**config.mk**
```make
export PLATFORM = sky130hd
export DESIGN_NAME = websocket_frame_parser_unit
export DESIGN_NICKNAME = d
export VERILOG_FILES = /design/src/sv/wsfp_pkg.sv /design/src/sv/websocket_frame_parser_unit.sv
export SDC_FILE = /design/constraint.sdc
export NUM_CORES = 1
export LEC_CHECK = 0
export BUFFER_PORTS_ARGS = -buffer_cell sky130_fd_sc_hd__buf_2
export CELL_PAD_IN_SITES_DETAIL_PLACEMENT = 0
export CELL_PAD_IN_SITES_GLOBAL_PLACEMENT = 1
export CORE_MARGIN = 2
export CORE_UTILIZATION = 40
export DETAILED_ROUTE_END_ITERATION = 10
export MAX_ROUTING_LAYER = met4
export PLACE_DENSITY_LB_ADDON = 0.1
export SLEW_MARGIN = 40
export SYNTH_ARGS = -nofsm -noshare
export SYNTH_HDL_FRONTEND = slang
export SYNTH_SLANG_ARGS = --single-unit
export TNS_END_PERCENT = 50
```
**constraint.sdc**
```tcl
create_clock -name i_clk -period 5.8 [get_ports i_clk]
set_clock_uncertainty 0.2 [all_clocks]
set_input_delay 0 -clock i_clk [delete_from_list [all_inputs] [get_ports i_clk]]
set_output_delay 0 -clock i_clk [all_outputs]
set_load 0.05 [all_outputs]
```
**src/sv/wsfp_pkg.sv**
```systemverilog
`default_nettype none

package wsfp_pkg;

    localparam int CHUNK_BYTES = 16384;
    localparam int POS_W       = $clog2(CHUNK_BYTES);
    localparam int LEN_W       = 64;
    localparam int KEY_W       = 32;
    localparam int HDR_W       = 4;

    localparam logic [3:0] OP_CLOSE = 4'h8;
    localparam logic [3:0] OP_PING  = 4'h9;
    localparam logic [3:0] OP_PONG  = 4'hA;

    localparam logic [1:0] KIND_DATA  = 2'd0;
    localparam logic [1:0] KIND_CLOSE = 2'd1;
    localparam logic [1:0] KIND_PING  = 2'd2;
    localparam logic [1:0] KIND_PONG  = 2'd3;

    localparam logic [1:0] FS_COMPLETE   = 2'd0;
    localparam logic [1:0] FS_INCOMPLETE = 2'd1;
    localparam logic [1:0] FS_EMPTY      = 2'd2;

    localparam logic [6:0] LEN7_EXT16 = 7'd126;
    localparam logic [6:0] LEN7_EXT64 = 7'd127;

    localparam logic [HDR_W-1:0] EXT16_BYTES = HDR_W'(2);
    localparam logic [HDR_W-1:0] EXT64_BYTES = HDR_W'(8);
    localparam logic [HDR_W-1:0] KEY_BYTES   = HDR_W'(4);

    typedef enum logic [2:0] {
        PH_OPCODE,
        PH_LEN7,
        PH_EXTLEN,
        PH_KEY,
        PH_PAYLOAD,
        PH_DONE
    } t_phase;

    typedef struct packed {
        logic [7:0] rx_byte;
        logic       end_of_chunk;
    } t_in_item;

    typedef struct packed {
        logic [7:0] payload_byte;
        logic       is_status;
        logic [1:0] frame_kind;
        logic [3:0] frame_opcode;
        logic [1:0] frame_status;
        logic       close_seen;
        logic       last;
    } t_out_item;

    function automatic logic [1:0] kind_of(input logic [3:0] op);
        logic [1:0] k;
        case (op)
            OP_CLOSE: k = KIND_CLOSE;
            OP_PING:  k = KIND_PING;
            OP_PONG:  k = KIND_PONG;
            default:  k = KIND_DATA;
        endcase
        return k;
    endfunction

endpackage

`default_nettype wire

```
**src/sv/websocket_frame_parser_unit.sv**
```systemverilog
`default_nettype none
// results: an accepted item is held in the input register, then its results are
// queued; a status item after a payload byte of the same item is offered behind it
// throughput: one byte item per cycle while the result queue has room; a chunk end
// that also carries a payload byte yields two results for the single output port
// reset: synchronous active-low reset clears parser state, input register and queue;
// the parser also returns to its reset state after each chunk's status item
module websocket_frame_parser_unit import wsfp_pkg::*; (
    input  wire logic      i_clk,
    input  wire logic      i_rst_n,
    input  wire logic      i_in_valid,
    output logic           o_in_ready,
    input  wire t_in_item  i_in_item,
    output logic           o_out_valid,
    input  wire logic      i_out_ready,
    output t_out_item      o_out_item
);

    // input register
    logic      r_in_valid;
    t_in_item  r_in;

    // parser state
    t_phase             r_phase,    n_phase;
    logic [3:0]         r_opcode,   n_opcode;
    logic               r_mask,     n_mask;
    logic [LEN_W-1:0]   r_len,      n_len;
    logic [HDR_W-1:0]   r_hdr,      n_hdr;
    logic [KEY_W-1:0]   r_key,      n_key;
    logic [POS_W-1:0]   r_pld_cnt,  n_pld_cnt;
    logic [POS_W-1:0]   r_pos,      n_pos;
    logic               r_ext_long, n_ext_long;

    // result queue
    t_out_item  r_q [2];
    t_out_item  n_q [2];
    logic [1:0] r_cnt, n_cnt;

    logic       eoc;
    logic       pld_emit;
    logic [7:0] pld_val;
    logic [1:0] n_res;
    t_out_item  res_a, res_b;
    logic       pop;
    logic [1:0] base;
    logic       fire;
    logic [LEN_W-1:0] cnt_next_ext;

    assign eoc = r_in.end_of_chunk || (r_pos >= POS_W'(CHUNK_BYTES - 1));
    assign cnt_next_ext = LEN_W'({1'b0, r_pld_cnt} + (POS_W + 1)'(1));

    // next state
    always_comb begin
        n_phase    = r_phase;
        n_opcode   = r_opcode;
        n_mask     = r_mask;
        n_len      = r_len;
        n_hdr      = r_hdr;
        n_key      = r_key;
        n_pld_cnt  = r_pld_cnt;
        n_ext_long = r_ext_long;
        pld_emit   = 1'b0;
        pld_val    = r_in.rx_byte;
        case (r_phase)
            PH_OPCODE: begin
                n_opcode = r_in.rx_byte[3:0];
                n_phase  = PH_LEN7;
            end
            PH_LEN7: begin
                n_mask = r_in.rx_byte[7];
                n_len  = '0;
                n_hdr  = '0;
                if (r_in.rx_byte[6:0] == LEN7_EXT16) begin
                    n_ext_long = 1'b0;
                    n_phase    = PH_EXTLEN;
                end else if (r_in.rx_byte[6:0] == LEN7_EXT64) begin
                    n_ext_long = 1'b1;
                    n_phase    = PH_EXTLEN;
                end else begin
                    n_len = LEN_W'(r_in.rx_byte[6:0]);
                    if (r_in.rx_byte[7]) begin
                        n_phase = PH_KEY;
                    end else if (r_in.rx_byte[6:0] == 7'd0) begin
                        n_phase = PH_DONE;
                    end else begin
                        n_phase = PH_PAYLOAD;
                    end
                end
            end
            PH_EXTLEN: begin
                n_len = {r_len[LEN_W-9:0], r_in.rx_byte};
                n_hdr = r_hdr + HDR_W'(1);
                if (n_hdr >= (r_ext_long ? EXT64_BYTES : EXT16_BYTES)) begin
                    n_hdr = '0;
                    if (r_mask) begin
                        n_phase = PH_KEY;
                    end else if (n_len == '0) begin
                        n_phase = PH_DONE;
                    end else begin
                        n_phase = PH_PAYLOAD;
                    end
                end
            end
            PH_KEY: begin
                n_key = {r_key[KEY_W-9:0], r_in.rx_byte};
                n_hdr = r_hdr + HDR_W'(1);
                if (n_hdr >= KEY_BYTES) begin
                    n_hdr   = '0;
                    n_phase = (r_len == '0) ? PH_DONE : PH_PAYLOAD;
                end
            end
            PH_PAYLOAD: begin
                pld_emit = 1'b1;
                if (r_mask) begin
                    case (r_pld_cnt[1:0])
                        2'd0:    pld_val = r_in.rx_byte ^ r_key[31:24];
                        2'd1:    pld_val = r_in.rx_byte ^ r_key[23:16];
                        2'd2:    pld_val = r_in.rx_byte ^ r_key[15:8];
                        default: pld_val = r_in.rx_byte ^ r_key[7:0];
                    endcase
                end
                n_pld_cnt = r_pld_cnt + POS_W'(1);
                if (cnt_next_ext >= r_len) begin
                    n_phase = PH_DONE;
                end
            end
            default: begin
            end
        endcase
        n_pos = r_pos + POS_W'(1);
    end

    // results of the item in the input register
    always_comb begin
        t_out_item pld_item;
        t_out_item st_item;
        logic      done;
        done = (n_phase == PH_DONE);

        pld_item.payload_byte = pld_val;
        pld_item.is_status    = 1'b0;
        pld_item.frame_kind   = kind_of(r_opcode);
        pld_item.frame_opcode = r_opcode;
        pld_item.frame_status = FS_COMPLETE;
        pld_item.close_seen   = 1'b0;
        pld_item.last         = 1'b0;

        st_item.payload_byte = 8'd0;
        st_item.is_status    = 1'b1;
        st_item.frame_kind   = kind_of(n_opcode);
        st_item.frame_opcode = n_opcode;
        if (!done) begin
            st_item.frame_status = FS_INCOMPLETE;
        end else if (kind_of(n_opcode) == KIND_DATA && n_len == '0) begin
            st_item.frame_status = FS_EMPTY;
        end else begin
            st_item.frame_status = FS_COMPLETE;
        end
        st_item.close_seen = done && (n_opcode == OP_CLOSE);
        st_item.last       = 1'b1;

        n_res = {1'b0, pld_emit} + {1'b0, eoc};
        res_a = pld_emit ? pld_item : st_item;
        res_b = st_item;
    end

    // result queue and handshakes
    assign pop         = (r_cnt != 2'd0) && i_out_ready;
    assign base        = r_cnt - {1'b0, pop};
    assign fire        = r_in_valid && (({1'b0, base} + {1'b0, n_res}) <= 3'd2);
    assign o_in_ready  = !r_in_valid || fire;
    assign o_out_valid = (r_cnt != 2'd0);
    assign o_out_item  = r_q[0];

    always_comb begin
        n_q[0] = pop ? r_q[1] : r_q[0];
        n_q[1] = r_q[1];
        n_cnt  = base;
        if (fire) begin
            n_cnt = base + n_res;
            case (base)
                2'd0: begin
                    if (n_res != 2'd0) begin
                        n_q[0] = res_a;
                    end
                    if (n_res == 2'd2) begin
                        n_q[1] = res_b;
                    end
                end
                2'd1: begin
                    if (n_res != 2'd0) begin
                        n_q[1] = res_a;
                    end
                end
                default: begin
                end
            endcase
        end
    end

    always_ff @(posedge i_clk) begin
        if (!i_rst_n) begin
            r_in_valid <= 1'b0;
            r_cnt      <= 2'd0;
        end else begin
            r_cnt <= n_cnt;
            if (i_in_valid && o_in_ready) begin
                r_in_valid <= 1'b1;
            end else if (fire) begin
                r_in_valid <= 1'b0;
            end
        end
    end

    always_ff @(posedge i_clk) begin
        if (i_in_valid && o_in_ready) begin
            r_in <= i_in_item;
        end
        r_q[0] <= n_q[0];
        r_q[1] <= n_q[1];
    end

    always_ff @(posedge i_clk) begin
        if (!i_rst_n || (fire && eoc)) begin
            r_phase    <= PH_OPCODE;
            r_opcode   <= '0;
            r_mask     <= 1'b0;
            r_len      <= '0;
            r_hdr      <= '0;
            r_key      <= '0;
            r_pld_cnt  <= '0;
            r_pos      <= '0;
            r_ext_long <= 1'b0;
        end else if (fire) begin
            r_phase    <= n_phase;
            r_opcode   <= n_opcode;
            r_mask     <= n_mask;
            r_len      <= n_len;
            r_hdr      <= n_hdr;
            r_key      <= n_key;
            r_pld_cnt  <= n_pld_cnt;
            r_pos      <= n_pos;
            r_ext_long <= n_ext_long;
        end
    end

    a_cnt_bound: assert property (@(posedge i_clk) disable iff (!i_rst_n)
        r_cnt <= 2'd2)
        else $error("result queue overfilled");

    a_chunk_restart: assert property (@(posedge i_clk) disable iff (!i_rst_n)
        fire && eoc |=> r_phase == PH_OPCODE && r_pos == '0 && r_pld_cnt == '0)
        else $error("parser not restarted after chunk end");

    a_in_hold: assert property (@(posedge i_clk) disable iff (!i_rst_n)
        r_in_valid && !fire |=> r_in_valid && $stable(r_in))
        else $error("waiting item lost from input register");

    a_pld_behind_pos: assert property (@(posedge i_clk) disable iff (!i_rst_n)
        r_pld_cnt <= r_pos)
        else $error("payload count ahead of chunk position");

endmodule

`default_nettype wire

```
==> impl_metrics.py <==
metrics = {
    "status": {
        "status": "finished, final reports clean",
    },
    "timing": {
        "setup_viol": 0,
        "tightest_slew_ns": 0.758,
        "finalCritPeriodShare_pct": 74.9,
        "fmax_ghz": 0.230,
        "post-route-min-period_ns": 4.34,
        "holdWs_ns": 0.0727,
        "setup_tns_ns": 0,
        "max_slew_margin_pct": 48.1,
        "hold_viol": 0,
        "rsz0062_at_grt": "false",
        "slew_violations": 0,
    },
    "logic_synthesis": {
        "postSynthNetCount": 1069,
        "synth_commonest_cells": "nand2_1 (170), dfxtp_1 (159), nor2_1 (153), a21oi_1 (70), a22oi_1 (61)",
        "synth_area_sq_um": 8760,
        "synth_cells": 1027,
        "synth_top_area_share_pct": 36.3,
        "ys_types": 72,
        "ys_seq_area_share_pct": 45.6,
        "synth.avg_cell_area_sq_um": 8.53,
        "yosys_most_used_dff": "dfxtp_1",
        "synth_area_leader_cell": "dfxtp_1",
        "synth_edf_count": 27,
        "synth-async-reset-ratio_pct": 0,
        "yosys-top-cells-area": "dfxtp_1 (36%), edfxtp_1 (9.3%), nand2_1 (7.3%)",
        "synth-seq-cells": 186,
        "yosysWarnings": 0,
        "synth.most_common_cell": "nand2_1",
    },
    "power": {
        "power_leakage_nw": 3.55,
        "ir_worst_vdd_mv": 0.185,
        "p_per_area_nw_per_um2": 412,
    },
    "cells_and_area": {
        "antenna_cells": 0,
        "syn_to_final_growth_pct": 11.2,
        "nNetsFinal": 1068,
        "utilization_pct": 44.9,
        "layout-drive-gt1-share_pct": 10.0,
    },
    "worst_setup_path": {
        "required_ns": 5.91,
        "reg2reg_slack_ns": 1.46,
        "r2r-start": "r_phase[1]",
        "crit_arrival_ns": 4.46,
        "r2r-end": "r_len[5]",
        "crit_fanout": 59,
        "rr_worst_depth": 14,
        "end_kind": "flip-flop",
        "crit_type": "flip-flop to flip-flop",
        "crit_path_start_kind": "flip-flop",
    },
    "routing": {
        "via_per_inst": 5.32,
        "drtIter0Drc": 408,
        "drc": 0,
        "wirelength_mm": 22.0,
        "antenna_left": 0,
        "firstDrtPassIters": 5,
        "vias": 7019,
        "wire_per_inst_um": 16.7,
    },
    "cts": {
        "cts_sinks": 186,
        "htree_levels": 4,
        "cts_buffers": 17,
        "clk_path_buf_depth": 2,
        "clockRootBuffer": "clkbuf_16",
        "insertion_delay_ns": 0.44,
        "clk_pin_slew_ns": 0.07,
        "cts_tree": "built",
    },
    "floorplanning": {
        "dieArea_sq_um": 23100,
        "die_x_um": 152,
        "num_rows": 54,
        "dieHeight_um": 152,
        "initial_core_util_pct": 40.4,
        "ios": 34,
        "fp.coreArea_sq_um": 21700,
    },
    "global_route": {
        "grt_pass1_vias": 6718,
        "grt_usage_pct": 19.8,
        "antenna_found_initial": 0,
        "grt-ovfl-total": 0,
        "grt_start_max_net_pins": 114,
        "grt_pass1_wl_mm": 36.2,
    },
    "min_path": {
        "holdPathEnd": "r_in[3]",
        "hold_path_startpoint": "i_in_item[3]",
        "hold_path_depth": 2,
        "hp-class": "input pin to flip-flop",
    },
    "placement": {
        "gp_congestion": 0.815,
        "dp.final_hpwl_mm": 14.3,
        "io_buffer_count": 33,
    },
    "flow_run": {
        "drv_cap": 0,
    },
}
-- final cells by class --
class,count,area (sq um)
fill,2127,11900
multi-input combinational,727,4250
sequential,186,3990
clock buffer,19,453
timing repair buffer,62,428
tap,280,350
clock inverter,13,149
inverter,32,120
-- flip-flops by register name, summed over array words and instances, names as in the netlist --
signal	cells
r_cnt	2
r_ext_long	1
r_hdr	4
r_in	9
r_in_valid	1
r_key	32
r_len	64
r_mask	1
r_opcode	4
r_phase	3
r_pld_cnt	14
r_pos	14
r_q	37
-- cells in the final DEF (no fill, tap or decap), types with 8 or more instances in the layout --
cell type and n:
buf_4 15, dlygate4sd3_1 13, a211oi_1 9, ha_1 28
xor2_1 24, o21ai_0 20, clkbuf_16 17, a21oi_1 70
a22oi_1 61, a222oi_1 8, nor2_1 152, nand3_1 18
nand4_1 12, dfxtp_1 159, xnor2_1 22, nor3_1 14
buf_2 33, nor4_1 13, a31oi_1 17, inv_1 31
nand2_1 170, edfxtp_1 27
-- worst max-delay path by stage --
stage | startpoint | end | depth (start not counted)
global route | r_pos[0] | r_hdr[3] | 14
global placement | r_pos[0] | r_hdr[2] | 14
floorplan | r_cnt[0] | r_q[0][20] | 12
CTS | r_phase[1] | r_hdr[3] | 14
finish | r_phase[1] | r_len[5] | 14
detailed placement | r_pos[0] | r_hdr[3] | 14
-- through the flow --
step,setup slack [ns],total power (W),std cells,instance area (sq um)
2_1_floorplan,0.993,0.00260,1027,8760
3_3_place_gp,1.56,0.00283,1274,9010
3_5_place_dp,1.44,0.00283,1274,9010
4_1_cts,1.42,0.00405,1319,9740
5_1_grt,0.930,0.00424,1319,9740
6_report,1.46,0.00401,1319,9740
-- report_power, final --
| group | internal, W | leakage [nW] | switching, W |
|---|---|---|---|
| sequential | 0.00145 | 1.53 | 0.0000929 |
| clock | 0.000638 | 0.301 | 0.000568 |
| combinational | 0.000378 | 1.71 | 0.000884 |
| total | 0.00246 | 3.55 | 0.00154 |
-- cells by family after synthesis --
group                      synth area share [%]
and+or+nand+nor                            21.6
DFF                                        45.6
xor gates and xnor gates                   4.60
muxes                                     0.600
AOI/OAI and AO/OA                          17.0
buffers and inverters                      6.38
adders and majority gates                  4.23
-- per-layer routing --
layer | wire length [um] | global-route usage [%] | vias to the layer above
li1 | - | - | 3564
met1 | 10800 | 26.6 | 3315
met2 | 10200 | 30.9 | 120
met3 | 720 | 3.31 | 20
met4 | 325 | 5.87 | 0
met5 | 0 | - | -
-- repair_timing --
| item | CTS | global route |
|---|---|---|
| setup buffers | 0 | 0 |
| hold buffers | 13 | 0 |
| endpoints found under the hold margin | 54 | 0 |
| gates resized for setup | 0 | 0 |
-- worst max-delay path: stages (launching register included) --
cell and delay [ns]:
dfxtp_1 0.30, buf_4 0.19, nor2_1 0.19, nand2_2 0.18, inv_1 0.57, ha_1 0.30
fa_1 0.44, a21oi_1 0.20, nand2_1 0.09, buf_4 0.22, nor2_1 0.53, o21ai_4 0.10
buf_4 0.34, a22oi_1 0.26, nor2_1 0.05
Power figures use the tool's default switching activity.
